File: config.mk
export PLATFORM = sky130hd
export DESIGN_NAME = memset_descriptor_accel_ctrl_top
export DESIGN_NICKNAME = d
export VERILOG_FILES = /design/src/rtl/msda_pkg.sv /design/src/rtl/memset_descriptor_accel_ctrl_top.sv
export VERILOG_INCLUDE_DIRS = /design/src /design/src/rtl
export SDC_FILE = /design/constraint.sdc
export NUM_CORES = 1
export LEC_CHECK = 0
export ABC_CLOCK_PERIOD_IN_PS = 5250
export BUFFER_PORTS_ARGS = -buffer_cell sky130_fd_sc_hd__buf_2
export CORE_MARGIN = 3
export CORE_UTILIZATION = 44
export DETAILED_ROUTE_END_ITERATION = 7
export GPL_ROUTABILITY_DRIVEN = 0
export GPL_TIMING_DRIVEN = 0
export PLACE_DENSITY_LB_ADDON = 0.15
export SYNTH_ARGS = -nofsm -noshare
export SYNTH_HDL_FRONTEND = slang
export SYNTH_SLANG_ARGS = --single-unit
File: constraint.sdc
create_clock -name clock -period 5.25 [get_ports clock]
set_input_delay 1.575 -clock clock [delete_from_list [all_inputs] [get_ports clock]]
set_output_delay 1.575 -clock clock [all_outputs]
set_load 0.05 [all_outputs]
File: src/rtl/assert_macros.svh
// ----------------------------------------------------------------------------
// assert_macros.svh
// Shared concurrent assertion macros for the RTL.
// ----------------------------------------------------------------------------
`ifndef ASSERT_MACROS_SVH
`define ASSERT_MACROS_SVH

// Same-cycle implication, gated off during reset
`define ASSERT_IMPLIES(label, clk, rst, ante, cons) \
   label: assert property (@(posedge clk) disable iff (rst) (ante) |-> (cons)) \
      else $error("implication check failed");

// Next-cycle implication, gated off during reset
`define ASSERT_NEXT(label, clk, rst, ante, cons) \
   label: assert property (@(posedge clk) disable iff (rst) (ante) |=> (cons)) \
      else $error("next-cycle check failed");

`endif

File: src/rtl/msda_pkg.sv
// ----------------------------------------------------------------------------
// msda_pkg
// Constants, codes and field layout for the memset descriptor front end.
// ----------------------------------------------------------------------------
package msda_pkg;

   // Descriptor rules
   localparam int unsigned DESC_ALIGN    = 8;
   localparam int unsigned DESC_BYTES    = 32;
   localparam logic [7:0]  MEMSET_OPCODE = 8'd1;

   // Stream widths (packed fields padded to whole bytes)
   localparam int unsigned REQ_DATA_W = 216;
   localparam int unsigned RSP_DATA_W = 112;
   localparam int unsigned CSR_INDEX_W = 1;
   localparam int unsigned CSR_DATA_W  = 64;

   // Register indexes
   localparam logic [CSR_INDEX_W-1:0] CSR_WINDOW_BASE  = 1'd0;
   localparam logic [CSR_INDEX_W-1:0] CSR_WINDOW_LIMIT = 1'd1;

   // Device status codes
   localparam logic [1:0] ST_IDLE  = 2'd0;
   localparam logic [1:0] ST_BUSY  = 2'd1;
   localparam logic [1:0] ST_DONE  = 2'd2;
   localparam logic [1:0] ST_ERROR = 2'd3;

   // Descriptor status and write-back codes
   localparam logic [1:0] DSTATE_PENDING = 2'd0;
   localparam logic [1:0] WB_NONE        = 2'd0;
   localparam logic [1:0] WB_OK          = 2'd1;
   localparam logic [1:0] WB_INVALID     = 2'd2;

   // Interrupt bit positions
   localparam int unsigned IRQ_DONE_IDX  = 0;
   localparam int unsigned IRQ_ERROR_IDX = 1;

   // Range check: [addr, addr+len) inside [base, limit), no wrap
   function automatic logic in_window(input logic [63:0] addr,
                                      input logic [63:0] len,
                                      input logic [63:0] base,
                                      input logic [63:0] limit);
      logic [64:0] sum;
      sum = {1'b0, addr} + {1'b0, len};
      return !sum[64] && (addr >= base) && (sum[63:0] <= limit);
   endfunction

endpackage

File: src/rtl/memset_descriptor_accel_ctrl_top.sv
// ----------------------------------------------------------------------------
// memset_descriptor_accel_ctrl_top
// Path: a req transfer is registered in the check stage, then in the state stage, which drives rsp_tvalid.
// Throughput: one item per cycle while rsp_tready does not stall; the status
// and interrupt registers update in the state stage, so each item sees the state left by the one before.
// Reset: synchronous, active high; status idle, interrupts clear, window
// registers zero, pipeline empty.
// ----------------------------------------------------------------------------
module memset_descriptor_accel_ctrl_top (
   input  logic                                 clock,
   input  logic                                 reset,
   // req_tdata: start_req, reset_req, ack_done, ack_error, desc_addr,
   // desc_opcode, desc_flags, desc_spare, desc_state, desc_length,
   // desc_dest, desc_fill_byte, zero pad
   input  logic                                 req_tvalid,
   output logic                                 req_tready,
   input  logic [msda_pkg::REQ_DATA_W-1:0]      req_tdata,
   // rsp_tdata: dev_status, irq_done, irq_error, fill_issue, fill_dest,
   // fill_length, fill_byte, desc_writeback, zero pad
   output logic                                 rsp_tvalid,
   input  logic                                 rsp_tready,
   output logic [msda_pkg::RSP_DATA_W-1:0]      rsp_tdata,
   input  logic                                 csr_valid,
   output logic                                 csr_ready,
   input  logic [msda_pkg::CSR_INDEX_W-1:0]     csr_index,
   input  logic [msda_pkg::CSR_DATA_W-1:0]      csr_data
);

`include "assert_macros.svh"

   // Unpacked request fields
   logic        req_start;
   logic        req_reset;
   logic        req_ack_done;
   logic        req_ack_error;
   logic [63:0] req_desc_addr;
   logic [7:0]  req_opcode;
   logic [15:0] req_flags;
   logic [15:0] req_spare;
   logic [1:0]  req_state;
   logic [31:0] req_length;
   logic [63:0] req_dest;
   logic [7:0]  req_fill_byte;

   assign req_start     = req_tdata[0];
   assign req_reset     = req_tdata[1];
   assign req_ack_done  = req_tdata[2];
   assign req_ack_error = req_tdata[3];
   assign req_desc_addr = req_tdata[67:4];
   assign req_opcode    = req_tdata[75:68];
   assign req_flags     = req_tdata[91:76];
   assign req_spare     = req_tdata[107:92];
   assign req_state     = req_tdata[109:108];
   assign req_length    = req_tdata[141:110];
   assign req_dest      = req_tdata[205:142];
   assign req_fill_byte = req_tdata[213:206];

   // Window registers
   logic [63:0] window_base_ff;
   logic [63:0] window_limit_ff;

   assign csr_ready = 1'b1;

   always_ff @(posedge clock) begin
      if (reset) begin
         window_base_ff  <= '0;
         window_limit_ff <= '0;
      end else if (csr_valid) begin
         unique case (csr_index)
            msda_pkg::CSR_WINDOW_BASE:  window_base_ff  <= csr_data;
            msda_pkg::CSR_WINDOW_LIMIT: window_limit_ff <= csr_data;
            default: ;
         endcase
      end
   end

   // Check stage: state-independent descriptor checks
   logic loc_ok;
   logic pay_ok;

   always_comb begin
      loc_ok = ((req_desc_addr % msda_pkg::DESC_ALIGN) == 64'd0) &&
               msda_pkg::in_window(req_desc_addr, 64'(msda_pkg::DESC_BYTES),
                                   window_base_ff, window_limit_ff);
      pay_ok = (req_opcode == msda_pkg::MEMSET_OPCODE) && (req_flags == 16'd0) &&
               (req_spare == 16'd0) && (req_state == msda_pkg::DSTATE_PENDING) &&
               (req_length != 32'd0) &&
               msda_pkg::in_window(req_dest, {32'd0, req_length},
                                   window_base_ff, window_limit_ff);
   end

   // Staged item
   logic        st_valid_ff;
   logic        st_start_ff;
   logic        st_reset_ff;
   logic        st_ack_done_ff;
   logic        st_ack_error_ff;
   logic        st_addr_zero_ff;
   logic        st_loc_ok_ff;
   logic        st_pay_ok_ff;
   logic [63:0] st_dest_ff;
   logic [31:0] st_length_ff;
   logic [7:0]  st_fill_byte_ff;

   logic advance;
   logic out_valid_ff;

   assign advance    = st_valid_ff && (!out_valid_ff || rsp_tready);
   assign req_tready = !st_valid_ff || advance;

   always_ff @(posedge clock) begin
      if (reset) begin
         st_valid_ff <= 1'b0;
      end else if (req_tready) begin
         st_valid_ff <= req_tvalid;
      end
   end

   always_ff @(posedge clock) begin
      if (req_tvalid && req_tready) begin
         st_start_ff     <= req_start;
         st_reset_ff     <= req_reset;
         st_ack_done_ff  <= req_ack_done;
         st_ack_error_ff <= req_ack_error;
         st_addr_zero_ff <= (req_desc_addr == 64'd0);
         st_loc_ok_ff    <= loc_ok;
         st_pay_ok_ff    <= pay_ok;
         st_dest_ff      <= req_dest;
         st_length_ff    <= req_length;
         st_fill_byte_ff <= req_fill_byte;
      end
   end

   // State stage: status, interrupts, fill command
   logic [1:0] status_ff;
   logic [1:0] status_in;
   logic [1:0] irq_ff;
   logic [1:0] irq_in;
   logic       issue;
   logic [1:0] wb;

   always_comb begin
      status_in = status_ff;
      irq_in    = irq_ff;
      issue     = 1'b0;
      wb        = msda_pkg::WB_NONE;
      if (st_reset_ff) begin
         status_in = msda_pkg::ST_IDLE;
         irq_in    = 2'b00;
      end else begin
         if (st_start_ff) begin
            if (status_ff != msda_pkg::ST_IDLE) begin
               status_in = msda_pkg::ST_ERROR;
               irq_in    = 2'b10;
            end else if (st_addr_zero_ff) begin
               status_in = msda_pkg::ST_DONE;
               irq_in    = 2'b01;
            end else if (!st_loc_ok_ff) begin
               status_in = msda_pkg::ST_ERROR;
               irq_in    = 2'b10;
            end else if (!st_pay_ok_ff) begin
               wb        = msda_pkg::WB_INVALID;
               status_in = msda_pkg::ST_ERROR;
               irq_in    = 2'b10;
            end else begin
               issue     = 1'b1;
               wb        = msda_pkg::WB_OK;
               status_in = msda_pkg::ST_DONE;
               irq_in    = 2'b01;
            end
         end
         // Acknowledge after start handling
         if (st_ack_done_ff) begin
            irq_in[msda_pkg::IRQ_DONE_IDX] = 1'b0;
         end
         if (st_ack_error_ff) begin
            irq_in[msda_pkg::IRQ_ERROR_IDX] = 1'b0;
         end
      end
   end

   always_ff @(posedge clock) begin
      if (reset) begin
         status_ff <= msda_pkg::ST_IDLE;
         irq_ff    <= 2'b00;
      end else if (advance) begin
         status_ff <= status_in;
         irq_ff    <= irq_in;
      end
   end

   // Result register
   logic [msda_pkg::RSP_DATA_W-1:0] out_data_ff;
   logic [msda_pkg::RSP_DATA_W-1:0] out_data_in;

   always_comb begin
      out_data_in          = '0;
      out_data_in[1:0]     = status_in;
      out_data_in[2]       = irq_in[msda_pkg::IRQ_DONE_IDX];
      out_data_in[3]       = irq_in[msda_pkg::IRQ_ERROR_IDX];
      out_data_in[4]       = issue;
      out_data_in[68:5]    = issue ? st_dest_ff : 64'd0;
      out_data_in[100:69]  = issue ? st_length_ff : 32'd0;
      out_data_in[108:101] = issue ? st_fill_byte_ff : 8'd0;
      out_data_in[110:109] = wb;
   end

   always_ff @(posedge clock) begin
      if (reset) begin
         out_valid_ff <= 1'b0;
      end else if (advance) begin
         out_valid_ff <= 1'b1;
      end else if (rsp_tready) begin
         out_valid_ff <= 1'b0;
      end
   end

   always_ff @(posedge clock) begin
      if (advance) begin
         out_data_ff <= out_data_in;
      end
   end

   assign rsp_tvalid = out_valid_ff;
   assign rsp_tdata  = out_data_ff;

   // Checks
   `ASSERT_IMPLIES(a_irq_onehot, clock, reset, 1'b1, $onehot0(irq_ff))
   `ASSERT_IMPLIES(a_done_irq_status, clock, reset,
      irq_ff[msda_pkg::IRQ_DONE_IDX], status_ff == msda_pkg::ST_DONE)
   `ASSERT_IMPLIES(a_err_irq_status, clock, reset,
      irq_ff[msda_pkg::IRQ_ERROR_IDX], status_ff == msda_pkg::ST_ERROR)
   `ASSERT_IMPLIES(a_issue_ok, clock, reset, out_valid_ff && out_data_ff[4],
      (out_data_ff[110:109] == msda_pkg::WB_OK) && (out_data_ff[1:0] == msda_pkg::ST_DONE))
   `ASSERT_NEXT(a_soft_reset, clock, reset, advance && st_reset_ff,
      (status_ff == msda_pkg::ST_IDLE) && (irq_ff == 2'b00))

endmodule
# == Yosys cells after proc, flatten, opt, wreduce, memory -nomap -nowiden ==
# Cells that the tools add are included.
# op_classes
add_sub_neg,2
n_lt_le_gt_ge,4
n_eq_ne,1
muxes,22
n_bitwise,3
reduce_logical,29
# op_table
cell,n
$ge A64 B64 Y1,2
$le A64 B64 Y1,2
$logic_not A64 Y1,2
$add A64 B32 Y65,1
$add A64 B6 Y65 const B,1
$logic_not A16 Y1,2
$reduce_bool A32 Y1,1
$mux W2,8
$mux W1,14
$logic_and A1 B1 Y1,12
$eq A8 B1 Y1 const B,1
$reduce_or A5 Y1,1
$logic_not A1 Y1,4
$reduce_and A2 Y1,2
$reduce_bool A2 Y1,2
$not A1 Y1,3
$logic_not A2 Y1,1
$logic_or A1 B1 Y1,2
# word_totals
register_bits,356
in_bits,286
output_inout_bits,115
elab_cells,80

# == Longest topological paths before layout ==
# Gate-level depths: netlist (run 1).
# depth
depth_word,7
depth_mapped,20
mapped_depth_nobuf,20

# == Worst setup path before layout (run 1) ==
# No wires, ideal clock.
# synth_timing
path_type,input to register
start,input req_tdata[131] (netlist name)
end,register st_pay_ok_ff (data pin)
setup_ns,0.167
arrival_time_ns,5.199
path_slack_ns,-0.117
cell_stages,18
path_buffers,1
path_cell_list,ha_1 clkbuf_2 nand3_1 or4_1 a311o_1 o2111ai_2 a211oi_4 nor2_4 nand4_1 xnor2_1 ha_1 nand2_1 nor2_1 nand4_1 nor3_1 nand2_1 or4_1 a211oi_1
# synth_via
elab_chain_cells,5
# synth_rtl
element,line,source
"start, declared",memset_descriptor_accel_ctrl_top.sv:17,"input logic [msda_pkg::REQ_DATA_W-1:0] req_tdata,"
"parallel branches: the longest is 4 deep, another holds $add A64 B32 Y65",--,
$logic_and A1 B1 Y1 *,memset_descriptor_accel_ctrl_top.sv:87,(req_length != 32'd0) &&
named net pay_ok,memset_descriptor_accel_ctrl_top.sv:79,logic pay_ok;
"end signal, assigned",memset_descriptor_accel_ctrl_top.sv:127,st_pay_ok_ff <= pay_ok;
"end, declared",memset_descriptor_accel_ctrl_top.sv:100,logic st_pay_ok_ff;
# Mark *: on every way through the listed nets, which the timed path passes.
# A chain may end at the register's enable or synchronous reset.

# == Worst setup path in the final report (run 1) ==
# layout_timing
start,input req_tdata[126] (netlist name)
end,register st_pay_ok_ff (data pin)
# The elaborated chain is that of the path after synthesis.

==> results of run 1 <==
Yosys cell counts (all sizes together), types with 8 or more instances:
library cell / n / area [sq um]
xnor2: 71 / 621.9
buf: 11 / 57.55
nor2b: 11 / 68.82
ha: 289 / 3616
o21ai: 46 / 230.2
clkbuf: 57 / 219.0
edfxtp: 222 / 6666
nand4: 87 / 544.3
a221oi: 9 / 78.83
inv: 143 / 536.8
nand2b: 12 / 77.58
a21oi: 241 / 1206
and4: 11 / 100.1
a211oi: 17 / 145.1
a21o: 71 / 536.8
xor2: 48 / 420.4
and2: 111 / 695.7
and3: 29 / 186.4
a2111oi: 8 / 70.07
nand2: 355 / 1333
dfxtp: 134 / 2683
nor2: 81 / 311.6
nand3: 55 / 280.3
nor3: 28 / 162.7
nor4: 39 / 250.2
path summary, 6_finish.rpt:
check | start | to | slack (ns) | cells past startpoint
setup / recovery | req_tdata[126] | st_pay_ok_ff | -0.26 | 19
hold / removal | window_limit_ff[17] | window_limit_ff[17] | 0.45 | 2
setup reg to reg | window_base_ff[0] | st_pay_ok_ff | 1.46 | 9
hold reg to reg | window_limit_ff[17] | window_limit_ff[17] | 0.45 | 2
stage by stage:
stage               instance area, sq um  power (mW)
CTS                                26320       7.546
global placement                   24550       4.526
finish                             26870       7.541
floorplan                          21750       4.052
detailed placement                 24610       4.573
global route                       26870       7.882
flip-flops by register name, indices dropped and copies added (netlist names), 2 cells and up:
name / count
status_ff: 2
st_fill_byte_ff: 8
st_length_ff: 32
irq_ff: 2
st_dest_ff: 64
window_base_ff: 64
rsp_tdata: 111
window_limit_ff: 64
area by class of cell:
cell class	count	area (sq um)	area share [%]
clock buffers	58	1162	4.327
clock inverters	18	200.2	0.7452
multi-input cells	1695	12080	44.95
well taps	656	820.8	3.055
repair buffers	437	2394	8.909
inverters	143	541.8	2.017
diodes	12	30.03	0.1118
flip-flops and latches	356	9349	34.80
plain buffers	67	292.8	1.090
power breakdown:
group	total [mW]	internal [mW]	switching, mW
clock	2.91	1.75	1.17
sequential	3.13	3.09	0.0404
combinational	1.49	0.568	0.924
cell families (layout without fill, tap and decap cells):
family / count (synthesis) / count (layout) / synth area share [%]
muxes: 3 / 3 / 0.1382
adders and majority gates: 290 / 290 / 16.73
xor gates and xnor gates: 119 / 119 / 4.796
buffers and inverters: 211 / 723 / 3.742
and+or+nand+nor: 839 / 839 / 19.18
AOI/OAI and AO/OA: 442 / 442 / 12.37
other: 2 / 14 / 0.03456
DFF: 356 / 356 / 43.02
per-layer routing:
| metal | vias to the layer above | GRT usage [%] | share of wire (%) |
|---|---|---|---|
| met3 | 133 | 5.364 | 6.9 |
| met4 | 10 | 8.899 | 3.1 |
| met2 | 680 | 43.89 | 47 |
| met1 | 9098 | 34.42 | 43 |
| met5 | - | 0 | 0.079 |
| li1 | 9126 | - | - |
timing repair:
| item | 4_1_cts | 5_1_grt |
|---|---|---|
| hold buffers | 0 | 0 |
| setup buffers | 19 | 22 |
| gates resized for setup | 45 | 67 |
| pin swaps | 17 | 43 |
| endpoints found under the hold margin | 0 | 0 |
| cloned | 0 | 0 |
| setup endpoints to repair | 2 | 2 |
worst max-delay path, cell delays in order:
cell and delay [ns]:
buf_2 0.16, ha_4 0.31, nand3_4 0.07, or4_4 0.58, a311o_1 0.43, o2111ai_4 0.15, a211oi_4 0.14, buf_6 0.16
nor2_4 0.17, buf_4 0.14, buf_4 0.14, nand3_2 0.08, xnor2_2 0.15, ha_1 0.28, nand4_1 0.11, nor2_2 0.17
nand3_2 0.10, or4_4 0.56, a211oi_4 0.35
==> metrics.md, run 1 <==
| Metric | Value |
|---|---|
| Utilization after layout | `55.68%` |
| All-layer global routing usage | `26.40%` |
| Final setup TNS | `-0.2631 ns` |
| Clock slew at reported path FFs | `0.06 ns` |
| Leakage Power | `11.09 nW` |
| Slew Viols, Final | `0` |
| Worst skew pair latency | `0.56 ns` |
| Io pins | `401` |
| CP endpoint kind | `flop` |
| Final setup fails | `1` |
| Syn nets | `2838` |
| Cell Area, Synth | `21730 sq um` |
| Pin count of the biggest net entering global routing | `80` |
| Min Tclk post-route | `5.513 ns` |
| Critical Path Fanout Max | `5` |
| YS warnings | `0` |
| Count of different cell masters after synthesis | `73` |
| Required time of the critical path | `5.61 ns` |
| Max-cap violations | `0` |
| Violated checks | `setup timing` |
| Total core area | `48250 sq um` |
| # clock sinks | `356` |
| Vias in the first global route | `18760` |
| Register area share after synthesis | `43.02%` |
| Clock root cell | `clkbuf_16` |
| Rel. slew slack | `14.58%` |
| Most frequent cells in the layout | `buf_2, nand2_1, ha_1` |
| Total CTS buffers | `41` |
| VDD IR max | `0.1848 mV` |
| Worst Hold Class | `flop to flop` |
| WL/cell | `20.85 um` |
| Share of cells above drive strength 1 | `21.59%` |
| Number of flops mapped to enable cells by yosys | `222` |
| CTS Buffer Depth | `3` |
| CTS tree | `yes` |
| Fin. Hold Viols | `0` |
| Die extent in x | `228.2 um` |
| Final ANT Viol Nets | `0` |
| First-iteration detailed-routing DRC count | `1438` |
| First-pass GRT wire length | `107000 um` |
| Startpoint types | `input pin` |
| Starting Density | `45.05%` |
| Detailed Routing Iterations Pass 1 | `5` |
| Fin nets | `3317` |
| Total Wirelength | `71780 um` |
| Syn_area_per_cell | `9.608 sq um` |
| Non-Filler Instances | `3442` |
| Total gr overflow | `0` |
| Power density cells | `280.7 nW/um^2` |
| Commonest register cell after synthesis | `edfxtp_1` |
| Area Overhead vs Synth | `23.62%` |
| Most common cell after layout, fill and taps aside | `buf_2` |
| Placement Rows | `80` |
| PnR worst setup slack | `-0.2631 ns` |
| Final period util | `105.0%` |
| Total number of vias | `19050` |
| Full die area | `52100 sq um` |
| Port buffer count | `395` |
| Initial antenna violation count | `19` |
| Die Ht | `228.2 um` |
| Critical path class | `input pin to flop` |
| CTS H-Tree Depth | `2` |
| Hold WS | `0.4547 ns` |
| Place WS | `-1.762 ns` |
| WP data arrival | `5.87 ns` |
| Status | `complete, but fails checks` |
| Slew @ Worst Pin | `1.281 ns` |
| Detailed-route DRC error count | `0` |
| Layout fillers | `4367` |
| Asr flop ratio synth | `0%` |
| Fmax | `181.4 MHz` |
| Unrepaired setup endpoints after global routing | `yes` |
| Clock Skew | `0.01023 ns` |
| Dpl cells | `3315` |
| Post-detail-place hpwl | `57130 um` |
| Syn Inst Count | `2262` |
| DR vias/cell | `5.534` |
| Register bit count reported by yosys | `356` |
No activity file was read; power rests on OpenSTA's default activity.
==> inputs of run 2 (changes only) <==
--- a/config.mk
+++ b/config.mk
@@ -6,7 +6,7 @@
 export SDC_FILE = /design/constraint.sdc
 export NUM_CORES = 1
 export LEC_CHECK = 0
-export ABC_CLOCK_PERIOD_IN_PS = 5250
+export ABC_CLOCK_PERIOD_IN_PS = 6000
 export BUFFER_PORTS_ARGS = -buffer_cell sky130_fd_sc_hd__buf_2
 export CORE_MARGIN = 3
 export CORE_UTILIZATION = 44
==> constraint.sdc (replaced) <==
create_clock -name clock -period 6 [get_ports clock]
set_input_delay 1.8 -clock clock [delete_from_list [all_inputs] [get_ports clock]]
set_output_delay 1.8 -clock clock [all_outputs]
set_load 0.05 [all_outputs]
==> metrics.md, run 2 (synthesis gave the netlist of run 1 again) <==
| Metric | Value |
|---|---|
| Share of cells above drive strength 1 | `19.46%` |
| Status | `complete, but fails checks` |
| Fin nets | `3283` |
| Slew Viols, Final | `0` |
| Initial antenna violation count | `19` |
| Violated checks | `setup timing` |
| WP data arrival | `6.38 ns` |
| Startpoint types | `input pin` |
| Total gr overflow | `0` |
| Fmax | `165.8 MHz` |
| Most frequent cells in the layout | `buf_2, nand2_1, ha_1` |
| Die Ht | `228.2 um` |
| Total core area | `48250 sq um` |
| Total CTS buffers | `40` |
| Place WS | `-1.470 ns` |
| First-pass GRT wire length | `107000 um` |
| Worst skew pair latency | `0.57 ns` |
| CTS tree | `yes` |
| Power consumption | `6.531 mW` |
| Unrepaired setup endpoints after global routing | `yes` |
| Non-Filler Instances | `3407` |
| Detailed Routing Iterations Pass 1 | `6` |
| Required time of the critical path | `6.35 ns` |
| Clock Skew | `0.009826 ns` |
| Total Wirelength | `70420 um` |
| Clock slew at reported path FFs | `0.06 ns` |
| Worst Hold Class | `flop to flop` |
| Most common cell after layout, fill and taps aside | `buf_2` |
| Slew @ Worst Pin | `1.306 ns` |
| All-layer global routing usage | `26.26%` |
| Max-cap violations | `0` |
| CP endpoint kind | `flop` |
| Rel. slew slack | `12.92%` |
| Full die area | `52100 sq um` |
| Pin count of the biggest net entering global routing | `80` |
| Critical path class | `input pin to flop` |
| CTS H-Tree Depth | `2` |
| Leakage Power | `10.78 nW` |
| Min Tclk post-route | `6.031 ns` |
| Fin. Hold Viols | `0` |
| First-iteration detailed-routing DRC count | `1445` |
| Clock root cell | `clkbuf_16` |
| Detailed-route DRC error count | `0` |
| Final ANT Viol Nets | `0` |
| Final setup fails | `1` |
| Placement Rows | `80` |
| Post-detail-place hpwl | `56740 um` |
| # clock sinks | `356` |
| CTS Buffer Depth | `3` |
| Power density cells | `249.3 nW/um^2` |
| WL/cell | `20.67 um` |
| DR vias/cell | `5.507` |
| Starting Density | `45.05%` |
| Vias in the first global route | `18680` |
| Dpl cells | `3315` |
| VDD IR max | `0.1831 mV` |
| Die extent in x | `228.2 um` |
| Total number of vias | `18760` |
| Io pins | `401` |
| Area Overhead vs Synth | `20.54%` |
| Port buffer count | `395` |
| PnR worst setup slack | `-0.03137 ns` |
| Critical Path Fanout Max | `7` |
| Largest register FFs | `111` |
| Final period util | `100.5%` |
run 2: through the flow:
step,hold WS [ns],util [%],instance area (sq um),setup TNS [ns]
2_1_floorplan,0.4363,-,21730,0
3_3_place_gp,0.4417,50.85,24530,-51.71
4_1_cts,0.4547,54.05,26080,0
3_5_place_dp,0.4465,50.98,24590,-2.069
5_1_grt,0.4670,54.28,26190,-0.2533
6_report,0.4538,54.30,26200,-0.03137
run 2: metal layers:
metal | GRT usage [%] | up-vias | part of all wire (%)
met5 | 0 | - | 0.082
met4 | 8.307 | 12 | 3.0
met3 | 4.503 | 118 | 6.2
met2 | 43.39 | 609 | 46
met1 | 35.20 | 8975 | 44
li1 | - | 9047 | -
run 2: critical path, cell delays in order:
cell	delay (ns)
buf_2	0.13
ha_1	0.27
buf_2	0.20
nand3_1	0.14
or4_4	0.57
a311o_1	0.38
o2111ai_4	0.18
a211oi_4	0.16
nor2_4	0.17
buf_4	0.16
nand4_1	0.12
xnor2_1	0.18
ha_1	0.27
and2_1	0.15
nand4_1	0.17
nor3_2	0.28
nand2_2	0.12
or4_4	0.57
a211oi_4	0.37
run 2: area by class of cell:
type                    count  area, sq um
diodes                     12        30.03
plain buffers              68        279.0
clock buffers              46         1076
clock inverters            28        287.8
fillers                  4410        22050
inverters                 143        541.8
multi-input cells        1695        11740
flip-flops and latches    356         9349
well taps                 656        820.8
repair buffers            403         2077
run 2: power by group:
group	internal (mW)	total, mW	switching [mW]
clock network	1.51	2.55	1.04
logic	0.456	1.24	0.782
registers	2.71	2.74	0.0363
run 2: repair_timing:
item | in CTS | in global routing
endpoints found under the setup margin | 2 | 2
gates resized for setup | 16 | 20
pin swaps | 7 | 8
hold buffers | 0 | 0
setup buffers | 5 | 1
run 2: path summary, 6_finish.rpt:
path | slack, ns | cells past startpoint | startpoint | to
max | -0.03 | 19 | req_tdata[163] | st_pay_ok_ff
min | 0.45 | 2 | window_base_ff[57] | window_base_ff[57]
max reg2reg | 2.17 | 9 | window_base_ff[0] | st_pay_ok_ff
min reg2reg | 0.45 | 2 | window_base_ff[57] | window_base_ff[57]
